File: config.mk
export PLATFORM = sky130hd
export DESIGN_NAME = battery_average_monitor
export DESIGN_NICKNAME = d
export VERILOG_FILES = /design/src/rtl/bam_pkg.sv /design/src/rtl/battery_average_monitor.sv
export SDC_FILE = /design/constraint.sdc
export NUM_CORES = 1
export LEC_CHECK = 0
export BUFFER_PORTS_ARGS = -buffer_cell sky130_fd_sc_hd__buf_2
export CAP_MARGIN = 15
export CORE_MARGIN = 2
export CORE_UTILIZATION = 30
export CTS_BUF_LIST = sky130_fd_sc_hd__clkbuf_2 sky130_fd_sc_hd__clkbuf_4 sky130_fd_sc_hd__clkbuf_8
export DETAILED_ROUTE_END_ITERATION = 8
export GPL_TIMING_DRIVEN = 0
export HOLD_SLACK_MARGIN = 0.05
export SLEW_MARGIN = 20
export SYNTH_ARGS = -nofsm -noshare
export SYNTH_HDL_FRONTEND = slang
export SYNTH_SLANG_ARGS = --single-unit
File: constraint.sdc
create_clock -name clk -period 15.7 [get_ports clk]
set_input_delay 1.57 -clock clk [delete_from_list [all_inputs] [get_ports clk]]
set_output_delay 1.57 -clock clk [all_outputs]
set_load 0.01 [all_outputs]
File: src/rtl/bam_pkg.sv
// Shared types, constants and the level quantizer of the battery average monitor.
package bam_pkg;

  localparam int unsigned SEQ_W     = 16;
  localparam int unsigned VOLT_W    = 7;
  localparam int unsigned SUM_W     = 10;
  localparam int unsigned COUNT_W   = 3;
  localparam int unsigned LEVEL_W   = 3;
  localparam int unsigned REPORT_W  = 8;
  localparam int unsigned CFG_IDX_W = 3;

  // Reciprocal widths for exact division of a sequence number or a burst sum by a constant.
  localparam int unsigned SEQ_RECIP_W = 18;
  localparam int unsigned SUM_RECIP_W = 12;

  typedef enum logic [CFG_IDX_W-1:0] {
    CFG_LOW_LIMIT    = 3'd0,
    CFG_LEVEL_ONE    = 3'd1,
    CFG_LEVEL_TWO    = 3'd2,
    CFG_LEVEL_THREE  = 3'd3,
    CFG_LEVEL_FOUR   = 3'd4
  } cfg_index_t;

  typedef struct packed {
    logic [VOLT_W-1:0] low_limit;
    logic [VOLT_W-1:0] level_one;
    logic [VOLT_W-1:0] level_two;
    logic [VOLT_W-1:0] level_three;
    logic [VOLT_W-1:0] level_four;
  } cfg_regs_t;

  localparam logic [VOLT_W-1:0] LOW_LIMIT_RST   = 7'd50;
  localparam logic [VOLT_W-1:0] LEVEL_ONE_RST   = 7'd52;
  localparam logic [VOLT_W-1:0] LEVEL_TWO_RST   = 7'd55;
  localparam logic [VOLT_W-1:0] LEVEL_THREE_RST = 7'd58;
  localparam logic [VOLT_W-1:0] LEVEL_FOUR_RST  = 7'd61;

  // Bounds are tested in order; they need not be ascending.
  function automatic logic [LEVEL_W-1:0] quantize(input logic [VOLT_W-1:0] v,
                                                  input cfg_regs_t cfg);
    logic [LEVEL_W-1:0] lvl;
    if (v < cfg.level_one) begin
      lvl = 3'd0;
    end else if (v < cfg.level_two) begin
      lvl = 3'd1;
    end else if (v < cfg.level_three) begin
      lvl = 3'd2;
    end else if (v <= cfg.level_four) begin
      lvl = 3'd3;
    end else begin
      lvl = 3'd4;
    end
    return lvl;
  endfunction

endpackage

File: src/rtl/battery_average_monitor.sv
// Battery average monitor: burst sampling, averaging, low flag and level quantization.
// A request accepted passes through the input register and then the result register
// before its result is on the outputs.
// Throughput: one request per cycle while out_stall is low; the period test and the average
// each use one constant-reciprocal multiply, and a stalled result holds the input register.
// Reset clears the burst state, the flags and the valid bits and loads default limits.
module battery_average_monitor #(
  parameter int unsigned SAMPLES_PER_AVERAGE = 5,
  parameter int unsigned SAMPLE_PERIOD       = 600
) (
  input  logic                             clk,
  input  logic                             rst,
  input  logic                             cfg_we,
  input  logic [bam_pkg::CFG_IDX_W-1:0]    cfg_index,
  input  logic [bam_pkg::VOLT_W-1:0]       cfg_data,
  input  logic                             in_valid,
  output logic                             in_stall,
  input  logic                             op,
  input  logic [bam_pkg::SEQ_W-1:0]        seq_number,
  input  logic [bam_pkg::VOLT_W-1:0]       supply_sample,
  input  logic                             charging,
  output logic                             out_valid,
  input  logic                             out_stall,
  output logic                             sample_taken,
  output logic                             average_done,
  output logic                             low_battery,
  output logic [bam_pkg::LEVEL_W-1:0]      charge_level,
  output logic [bam_pkg::REPORT_W-1:0]     battery_report
);

  localparam int unsigned SEQ_W    = bam_pkg::SEQ_W;
  localparam int unsigned VOLT_W   = bam_pkg::VOLT_W;
  localparam int unsigned SUM_W    = bam_pkg::SUM_W;
  localparam int unsigned COUNT_W  = bam_pkg::COUNT_W;
  localparam int unsigned LEVEL_W  = bam_pkg::LEVEL_W;
  localparam int unsigned SRW      = bam_pkg::SEQ_RECIP_W;
  localparam int unsigned ARW      = bam_pkg::SUM_RECIP_W;

  // q = (n * M) >> S with M = floor(2^S / d) + 1 and S = width(n) + clog2(d) is exact.
  localparam int unsigned SEQ_SHIFT = SEQ_W + $clog2(SAMPLE_PERIOD);
  localparam logic [47:0] SEQ_RECIP_FULL =
      (48'd1 << SEQ_SHIFT) / 48'(SAMPLE_PERIOD) + 48'd1;
  localparam logic [SRW-1:0] SEQ_RECIP = SEQ_RECIP_FULL[SRW-1:0];
  localparam logic [SEQ_W-1:0] PERIOD = SEQ_W'(SAMPLE_PERIOD);

  localparam int unsigned AVG_SHIFT = SUM_W + $clog2(SAMPLES_PER_AVERAGE);
  localparam logic [31:0] AVG_RECIP_FULL =
      (32'd1 << AVG_SHIFT) / 32'(SAMPLES_PER_AVERAGE) + 32'd1;
  localparam logic [ARW-1:0] AVG_RECIP = AVG_RECIP_FULL[ARW-1:0];
  localparam logic [COUNT_W-1:0] BURST_LEN = COUNT_W'(SAMPLES_PER_AVERAGE);

  bam_pkg::cfg_regs_t cfg;

  // Input register
  logic                  s1_valid;
  logic                  s1_op;
  logic [SEQ_W-1:0]      s1_seq;
  logic [VOLT_W-1:0]     s1_sample;
  logic                  s1_charging;
  logic [SEQ_W-1:0]      s1_quot;

  // Burst and report state
  logic [SUM_W-1:0]      sample_sum;
  logic [COUNT_W-1:0]    sample_count;
  logic [VOLT_W-1:0]     reported_voltage;
  logic                  low_flag;
  logic [LEVEL_W-1:0]    level_store;

  logic [SUM_W-1:0]      sample_sum_next;
  logic [COUNT_W-1:0]    sample_count_next;
  logic [VOLT_W-1:0]     reported_voltage_next;
  logic                  low_flag_next;
  logic [LEVEL_W-1:0]    level_store_next;
  logic                  taken_next;
  logic                  done_next;

  logic [SEQ_W+SRW-1:0]  seq_prod;
  logic [2*SEQ_W-1:0]    period_back;
  logic                  on_period;
  logic [SUM_W-1:0]      sum_acc;
  logic [COUNT_W-1:0]    count_inc;
  logic [SUM_W+ARW-1:0]  avg_prod;
  logic [VOLT_W-1:0]     avg;
  logic                  s1_fire;
  logic                  in_fire;

  // The quotient for the period test is formed before the input register.
  assign seq_prod = (SEQ_W+SRW)'(seq_number) * (SEQ_W+SRW)'(SEQ_RECIP);

  assign s1_fire  = s1_valid && !(out_valid && out_stall);
  assign in_stall = s1_valid && !s1_fire;
  assign in_fire  = in_valid && !in_stall;

  assign period_back = (2*SEQ_W)'(s1_quot) * (2*SEQ_W)'(PERIOD);
  assign on_period   = (period_back == (2*SEQ_W)'(s1_seq));
  assign sum_acc     = sample_sum + SUM_W'(s1_sample);
  assign count_inc   = sample_count + COUNT_W'(1);
  assign avg_prod    = (SUM_W+ARW)'(sum_acc) * (SUM_W+ARW)'(AVG_RECIP);
  // The average of samples of at most seven bits never exceeds seven bits.
  assign avg         = VOLT_W'(avg_prod >> AVG_SHIFT);

  always_comb begin
    sample_sum_next       = sample_sum;
    sample_count_next     = sample_count;
    reported_voltage_next = reported_voltage;
    low_flag_next         = low_flag;
    level_store_next      = level_store;
    taken_next            = 1'b0;
    done_next             = 1'b0;
    if (s1_op) begin
      reported_voltage_next = s1_sample;
      level_store_next      = bam_pkg::quantize(s1_sample, cfg);
    end else if (on_period || (sample_count != '0)) begin
      taken_next        = 1'b1;
      sample_sum_next   = sum_acc;
      sample_count_next = count_inc;
      if (count_inc >= BURST_LEN) begin
        done_next         = 1'b1;
        sample_count_next = '0;
        sample_sum_next   = '0;
        low_flag_next     = (avg < cfg.low_limit);
        if ((!s1_charging && (reported_voltage >= avg)) ||
            (s1_charging && (reported_voltage <= avg))) begin
          reported_voltage_next = avg;
          level_store_next      = bam_pkg::quantize(avg, cfg);
        end
      end
    end
  end

  always_ff @(posedge clk) begin
    if (rst) begin
      cfg.low_limit   <= bam_pkg::LOW_LIMIT_RST;
      cfg.level_one   <= bam_pkg::LEVEL_ONE_RST;
      cfg.level_two   <= bam_pkg::LEVEL_TWO_RST;
      cfg.level_three <= bam_pkg::LEVEL_THREE_RST;
      cfg.level_four  <= bam_pkg::LEVEL_FOUR_RST;
    end else if (cfg_we) begin
      case (cfg_index)
        bam_pkg::CFG_LOW_LIMIT:   cfg.low_limit   <= cfg_data;
        bam_pkg::CFG_LEVEL_ONE:   cfg.level_one   <= cfg_data;
        bam_pkg::CFG_LEVEL_TWO:   cfg.level_two   <= cfg_data;
        bam_pkg::CFG_LEVEL_THREE: cfg.level_three <= cfg_data;
        bam_pkg::CFG_LEVEL_FOUR:  cfg.level_four  <= cfg_data;
        default: ;
      endcase
    end
  end

  always_ff @(posedge clk) begin
    if (rst) begin
      s1_valid <= 1'b0;
    end else if (in_fire) begin
      s1_valid <= 1'b1;
    end else if (s1_fire) begin
      s1_valid <= 1'b0;
    end
  end

  always_ff @(posedge clk) begin
    if (in_fire) begin
      s1_op       <= op;
      s1_seq      <= seq_number;
      s1_sample   <= supply_sample;
      s1_charging <= charging;
      s1_quot     <= SEQ_W'(seq_prod >> SEQ_SHIFT);
    end
  end

  always_ff @(posedge clk) begin
    if (rst) begin
      sample_sum       <= '0;
      sample_count     <= '0;
      reported_voltage <= '0;
      low_flag         <= 1'b0;
      level_store      <= '0;
    end else if (s1_fire) begin
      sample_sum       <= sample_sum_next;
      sample_count     <= sample_count_next;
      reported_voltage <= reported_voltage_next;
      low_flag         <= low_flag_next;
      level_store      <= level_store_next;
    end
  end

  always_ff @(posedge clk) begin
    if (rst) begin
      out_valid <= 1'b0;
    end else if (s1_fire) begin
      out_valid <= 1'b1;
    end else if (!out_stall) begin
      out_valid <= 1'b0;
    end
  end

  always_ff @(posedge clk) begin
    if (s1_fire) begin
      sample_taken   <= taken_next;
      average_done   <= done_next;
      low_battery    <= low_flag_next;
      charge_level   <= level_store_next;
      battery_report <= {reported_voltage_next, 1'b0};
    end
  end

endmodule
Word-level counts from Yosys, hierarchy flattened
Index checks and enable logic that the tools add are counted.
{ "word_totals": {"romBits": 0, "ram_bits": 0, "n_memories": 0, "reg_bits": 106, "in_bits": 40, "output_inout_bits": 16, "latch_bits": 0, "word_cells": 96} }
{ "classes": {"n_eq_ne": 6, "add_sub_neg": 2, "bitwise_logic": 2, "div": 0, "mux": 27, "n_lt_le_gt_ge": 12, "n_shift": 0, "n_reduce_logical": 22, "mul": 3} }
{ "ops": {"columns": ["op", "n"], "rows": [
  ["less-than comparator 7 bit", 7],
  ["2-to-1 mux 3 bit", 13],
  ["multiplier 16 x 17 -> 33 bit (second input constant)", 1],
  ["2-to-1 mux 7 bit", 4],
  ["<= comparator 7 bit", 3],
  ["multiplier 10 x 11 -> 20 bit (second input constant)", 1],
  ["equality test 17 x 16 -> 1 bit", 1],
  ["multiplier 7 x 7 -> 14 bit (second input constant)", 1],
  ["adder 10 x 7 -> 10 bit", 1],
  ["2-to-1 mux 10 bit", 1],
  ["AND reduction 2 bit", 5],
  ["2-to-1 mux 1 bit", 9],
  ["greater-or-equal comparator 7 bit", 1],
  ["equality test 3 x 2 -> 1 bit (second input constant)", 2],
  ["logical AND 1 bit", 6],
  ["zero test 1 bit", 4],
  ["adder 3 x 1 -> 3 bit (second input constant)", 1],
  ["equality test 3 x 1 -> 1 bit (second input constant)", 1],
  ["equality test 3 bit (second input constant)", 1],
  ["greater-or-equal comparator 3 bit (second input constant)", 1],
  ["zero test 3 bit", 1],
  ["AND reduction 3 bit", 1],
  ["nonzero test 3 bit", 1],
  ["logical OR 1 bit", 2],
  ["other kinds (4)", 5]
]} }

Logic depth before layout (Yosys ltp)
{ "logic_depth": {"depth_word": 11, "mapped_depth": 42} }

Worst setup path after synthesis
OpenSTA, ideal clock, no wires.
{ "synth_path": {"path_type": "flip-flop to flip-flop", "from": "register s1_sample[1]", "to": "register charge_level[0] in the netlist's numbering, data pin", "arrival_time_ns": 8.763, "setup_ns": 0.261, "synth_period_minus_slack_ns": 9.024, "path_stages_with_launch": 37, "required_ns": 15.439, "path_buffers": 2, "path_slack_ns": 6.676, "cell_sequence": "edfxtp_1 ha_1 a21o_1 a21oi_1 o21bai_1 a21oi_1 o21bai_1 a21oi_1 nor2_1 xnor2_1 inv_1 ha_1 fa_1 inv_1 fa_1 inv_1 fa_1 inv_1 fa_1 inv_1 ha_1 nand3_1 a211o_1 a221oi_1 o21a_1 clkinv_1 ha_1 and3_1 a21oi_1 nand3_1 maj3_2 maj3_2 o211a_1 or3_1 buf_6 clkbuf_1 a311o_1"} }
{ "synth_via": {"elab_chain_len": 11, "elab_cells_between_ends": 27, "cone_classes": "1 x add/sub; 1 x mul; 10 x order compare; 12 x mux; 3 x reduce/logical"} }
{ "synth_rtl": {"columns": ["item", "line", "rtl"], "rows": [
  ["start: declaration", "battery_average_monitor.sv:58", "logic [VOLT_W-1:0] s1_sample;"],
  ["start signal: assignment", "battery_average_monitor.sv:164", "s1_sample <= supply_sample;"],
  ["adder 10 x 7 -> 10 bit", "battery_average_monitor.sv:96", "assign sum_acc = sample_sum + SUM_W'(s1_sample);"],
  ["multiplier 10 x 11 -> 20 bit", "battery_average_monitor.sv:98", "assign avg_prod = (SUM_W+ARW)'(sum_acc) * (SUM_W+ARW)'(AVG_RECIP);"],
  ["<= comparator 7 bit", "bam_pkg.sv:48", "end else if (v <= cfg.level_four) begin"],
  ["2-to-1 mux 3 bit", "bam_pkg.sv:48", null],
  ["2-to-1 mux 3 bit", "bam_pkg.sv:46", "end else if (v < cfg.level_three) begin"],
  ["2-to-1 mux 3 bit", "bam_pkg.sv:44", "end else if (v < cfg.level_two) begin"],
  ["2-to-1 mux 3 bit", "bam_pkg.sv:42", "if (v < cfg.level_one) begin"],
  ["2-to-1 mux 3 bit", "battery_average_monitor.sv:122", "if ((!s1_charging && (reported_voltage >= avg)) ||"],
  ["2-to-1 mux 3 bit", "battery_average_monitor.sv:117", "if (count_inc >= BURST_LEN) begin"],
  ["2-to-1 mux 3 bit", "battery_average_monitor.sv:113", "end else if (on_period || (sample_count != '0)) begin"],
  ["2-to-1 mux 3 bit *", "battery_average_monitor.sv:110", "if (s1_op) begin"],
  ["net level_store_next[0]", "battery_average_monitor.sv:73", "logic [LEVEL_W-1:0] level_store_next;"],
  ["end signal: assignment", "battery_average_monitor.sv:201", "charge_level <= level_store_next;"],
  ["end: declaration", "battery_average_monitor.sv:27", "output logic [bam_pkg::LEVEL_W-1:0] charge_level,"]
]} }
The timed path passes the listed nets; every way through them passes the cells marked *.
A chain may end at the register's enable or synchronous reset.

Worst setup path in the final report
{ "layout_path": {"from": "register s1_sample[0]", "to": "register battery_report[1] in the netlist's numbering, data pin"} }
{ "layout_via": {"elab_chain_len": 9, "elab_cells_between_ends": 11, "cone_classes": "1 x add/sub; 1 x mul; 2 x order compare; 4 x mux; 3 x reduce/logical"} }
{ "layout_rtl": {"columns": ["item", "line", "rtl"], "rows": [
  ["adder 10 x 7 -> 10 bit", "battery_average_monitor.sv:96", null],
  ["multiplier 10 x 11 -> 20 bit", "battery_average_monitor.sv:98", null],
  ["greater-or-equal comparator 7 bit or <= comparator 7 bit (tied branches)", "battery_average_monitor.sv:122, battery_average_monitor.sv:123", null],
  ["logical AND 1 bit, on equally long branches", "battery_average_monitor.sv:122, battery_average_monitor.sv:123", null],
  ["logical OR 1 bit", "battery_average_monitor.sv:122", null],
  ["2-to-1 mux 7 bit", "battery_average_monitor.sv:122", null],
  ["2-to-1 mux 7 bit", "battery_average_monitor.sv:117", null],
  ["2-to-1 mux 7 bit", "battery_average_monitor.sv:113", null],
  ["2-to-1 mux 7 bit *", "battery_average_monitor.sv:110", null],
  ["net reported_voltage_next[0]", "battery_average_monitor.sv:71", "logic [VOLT_W-1:0] reported_voltage_next;"],
  ["end signal: assignment", "battery_average_monitor.sv:202", "battery_report <= {reported_voltage_next, 1'b0};"],
  ["end: declaration", "battery_average_monitor.sv:28", "output logic [bam_pkg::REPORT_W-1:0] battery_report"]
]} }
Marks and branches as above.

==> summary.md <==
| Metric | Value |
|---|---|
| PD cells | ~150 nW/um^2 |
| Pre-Repair DR Iteration Count | 4 |
| Netlist cell types | 81 |
| Most common cell after layout, fill and taps aside | ha_1 |
| Final instance area | 14,400 sq um |
| DP Area | around 14,000 sq um |
| 1st-iter DRT viols | 410 |
| Slowest stage cell, crit path | edfxtp_1 |
| Initial antenna violation count | 0 |
| Tot Pwr | ~2.2 mW |
| Run status | completed |
| RSZ-0062 raised after global routing | no |
| Dominant synthesized flop cell | dfxtp_1 |
| Initial Util | 30.5% |
| Number of global-route vias before repair | 9,831 |
| Lkg Pwr | approximately 7.1 nW |
| Crit-path max FO | 10 |
| Area delta synth->final | 9.28% |
| YS warnings | 0 |
| Placed cell count | around 2,000 |
| Combinational power share | approximately three quarters |
| Number of enable flip-flop cells after synthesis | 45 |
| Die ar. | between 40,000 and 50,000 sq um |
| Num CTS Buffers | 9 |
| Post-synthesis sequential area ratio | 19.5% |
| Total negative slack | 0 ps |
| Ant diodes | 0 |
| Switching Share | a little under half |
| Worst-Skew Late Latency | 410 ps |
| Nets@finish | ~1,800 |
| Clock Power Share | under 10% |
| Crit end category | flop |
| ANT nets after route | 0 |
| Sequential share of power | between 10% and 20% |
| Fin. Hold Viols | 0 |
| Hold WC Path Type | flop to flop |
| Worst endpoint required time | ~16,000 ps |
| Max clock buf depth | 2 |
| Worst-Margin Slew | 920 ps |
| Async SR Flop Fraction | 0% |
| CP dominant cell by count | inv_1 |
| Detailed-placement wirelength estimate | approximately 26,000 microns |
| Startpoint types | flop |
| WS Path Type | flop to flop |
| Routed WL per cell | between 15 and 20 microns |
| CTS tree | done |
| Core area | around 43,000 sq um |
| Share of post-route cells with drive strength above 1 | just under 8% |
| Power Internal | between 1 and 1.5 mW |
| Fin crit period | 10,280 ps |
| Htree depth | 3 |
| Synth Register Bits | around 110 |
| Global Route Usage Sum | between 10% and 20% |
| Global-route wire length before repair | roughly 51,000 microns |
| Pin count of the biggest net entering global routing | 26 |
| Max-slew headroom | around two fifths |
| Hold-fix buffers, CTS | 0 |
| Worst EP arrival | about 10,000 ps |
| Worst clock skew | 19.1 ps |
| Filler instances | 4,417 |
| Die width | between 200 and 250 microns |
| Grt ovf | 0 |
| I/O Buffers | 53 |
| Global placer's final weighted congestion | around 0.87 |
| Clock Root Buffer | clkbuf_8 |
| Vias | ~9,500 |
| Post-Synthesis Cells | about 1,300 |
| Synth Cell Area | ~13,000 sq um |
| Wirelength, routed | around 31,000 microns |
| Ports | between 50 and 60 |
| Synthesized Nets | 1,775 |
| Peak supply drop | 0.129 mV |
| Max-Cap Viols | 0 |
| Final setup violation count | 0 |
| Post-CTS Setup Inserts | 0 |
| Most frequent cells in the layout | 272 x ha_1, 260 x inv_1, 132 x fa_1 |
| Final worst path period share | ~65% |
| Post_cts resized | 0 |
| Die height | about 210 microns |
| Standard-cell rows | 76 |
| Maximum clock frequency | a little under 100 MHz |
| TritonCTS Sinks | roughly 110 |
| Net switching power | about 1.0 mW |
| Drt via density | approximately 4.8 |
| Clock slew at reported path FFs | around 120 ps |
| Drc violations | 0 |
| Slew Viols, Final | 0 |
| Average cell area after synthesis | between 9 and 10 sq um |
| Finished Layout Cells | 1,986 |
| CP peak stage delay | 580 ps |
==> flip-flops by register name, summed over array words and instances (netlist names), 3 cells and up <==
register          cells
battery_report        7
cfg                  35
charge_level          3
level_store           3
reported_voltage      7
s1_quot               7
s1_sample             7
s1_seq               16
sample_count          3
sample_sum           10
==> logic make-up (layout without fill, tap and decap cells) <==
| kind of cell | Yosys count | count (layout) | synth area share, % |
|---|---|---|---|
| mux | 18 | 18 | 1.40 |
| xor+xnor | 54 | 54 | 3.92 |
| simple gates | 231 | 231 | 8.72 |
| compound gates | 227 | 227 | 11.9 |
| fa+ha+maj | 409 | 409 | 46.3 |
| buf+inv | 285 | 355 | 8.21 |
| other cells | 1 | 1 | 0.0285 |
| flops | 106 | 106 | 19.5 |
==> worst max-delay path, delay by kind of cell, from the launching register on <==
| family | cells | cell delay (ps) |
|---|---|---|
| AOI/OAI and AO/OA | 12 | 2780 |
| buffers and inverters | 8 | 1110 |
| adders and majority gates | 10 | 3940 |
| DFF | 1 | 580 |
| and+or+nand+nor | 6 | 1240 |
| xor gates and xnor gates | 1 | 430 |
==> path summary, 6_finish.rpt <==
path | from | endpoint | slack (ps) | cells after the start
max | s1_sample[0]$_DFFE_PP_ | battery_report[1]$_DFFE_PP_ | 5420 | 37
min | sample_sum[4]$_SDFFE_PP0P_ | sample_sum[4]$_SDFFE_PP0P_ | 460 | 2
max reg2reg | s1_sample[0]$_DFFE_PP_ | battery_report[1]$_DFFE_PP_ | 5420 | 37
min reg2reg | sample_sum[4]$_SDFFE_PP0P_ | sample_sum[4]$_SDFFE_PP0P_ | 460 | 2
==> layout make-up <==
class                      count  area [sq um]  area share, %
multi-input combinational    940          9540           66.2
inverter                     261           980           6.80
timing repair buffer          54           293           2.03
sequential                   106          2570           17.9
tap                          585           732           5.08
buffer                        24           104          0.721
clock buffer                  10           131          0.912
clock inverter                 6          50.0          0.347
==> cells in the mapped netlist (3+ instances only) <==
| library cell | number | area [sq um] |
|---|---|---|
| a2111oi_0 | 3 | 26.3 |
| a211oi_1 | 3 | 22.5 |
| a21o_1 | 32 | 240 |
| a21oi_1 | 62 | 310 |
| a221oi_1 | 3 | 26.3 |
| a22oi_1 | 5 | 37.5 |
| a31o_2 | 3 | 26.3 |
| a31oi_1 | 9 | 56.3 |
| and2_1 | 6 | 37.5 |
| and3_1 | 7 | 43.8 |
| buf_1 | 6 | 22.5 |
| clkbuf_1 | 15 | 56.3 |
| dfxtp_1 | 61 | 1220 |
| edfxtp_1 | 45 | 1350 |
| fa_1 | 132 | 2640 |
| ha_1 | 272 | 3400 |
| inv_1 | 260 | 976 |
| maj3_1 | 3 | 30.0 |
| mux2_2 | 4 | 45.0 |
| mux2i_1 | 14 | 140 |
| nand2_1 | 76 | 285 |
| nand2b_1 | 8 | 50.1 |
| nand3_1 | 20 | 100 |
| nand4_1 | 7 | 43.8 |
| nor2_1 | 43 | 161 |
| nor2b_1 | 10 | 62.6 |
| nor3_1 | 14 | 70.1 |
| nor4_1 | 8 | 50.1 |
| o2111ai_1 | 3 | 26.3 |
| o211ai_1 | 20 | 150 |
| o21a_1 | 7 | 52.6 |
| o21ai_0 | 32 | 160 |
| o21bai_1 | 5 | 37.5 |
| o221a_2 | 4 | 45.0 |
| o22ai_1 | 3 | 18.8 |
| or2_2 | 7 | 43.8 |
| or3_1 | 12 | 75.1 |
| or4_1 | 5 | 37.5 |
| xnor2_1 | 37 | 324 |
| xor2_1 | 13 | 114 |
==> metrics by stage <==
| stage | util (%) | hold WS, ps | setup slack, ps |
|---|---|---|---|
| final | 33.3 | 463 | 5420 |
| after global routing | 33.3 | 492 | 4790 |
| after CTS | 33.3 | 465 | 5450 |
| after detailed placement | 32.9 | 449 | 5480 |
| after global placement | 32.8 | 442 | 5620 |
| after floorplan | - | 436 | 6680 |
==> layer usage <==
layer / track usage (%) / vias up / wire length, microns
met1: 18.5 / 4599 / 14100
met5: 0 / - / 0
met3: 1.86 / 30 / 1200
met2: 25.2 / 193 / 15100
met4: 3.59 / 0 / 451
li1: - / 4655 / -
==> power groups by stage <==
| stage | clock network [mW] | logic, mW | registers [mW] |
|---|---|---|---|
| 6_report | 0.171 | 1.68 | 0.342 |
| 5_1_grt | 0.186 | 1.93 | 0.345 |
| 4_1_cts | 0.177 | 1.70 | 0.343 |
| 3_5_place_dp | 0 | 1.68 | 0.349 |
| 3_3_place_gp | 0 | 1.64 | 0.349 |
| 2_1_floorplan | 0 | 1.32 | 0.340 |
No activity file was read; power rests on OpenSTA's default activity.
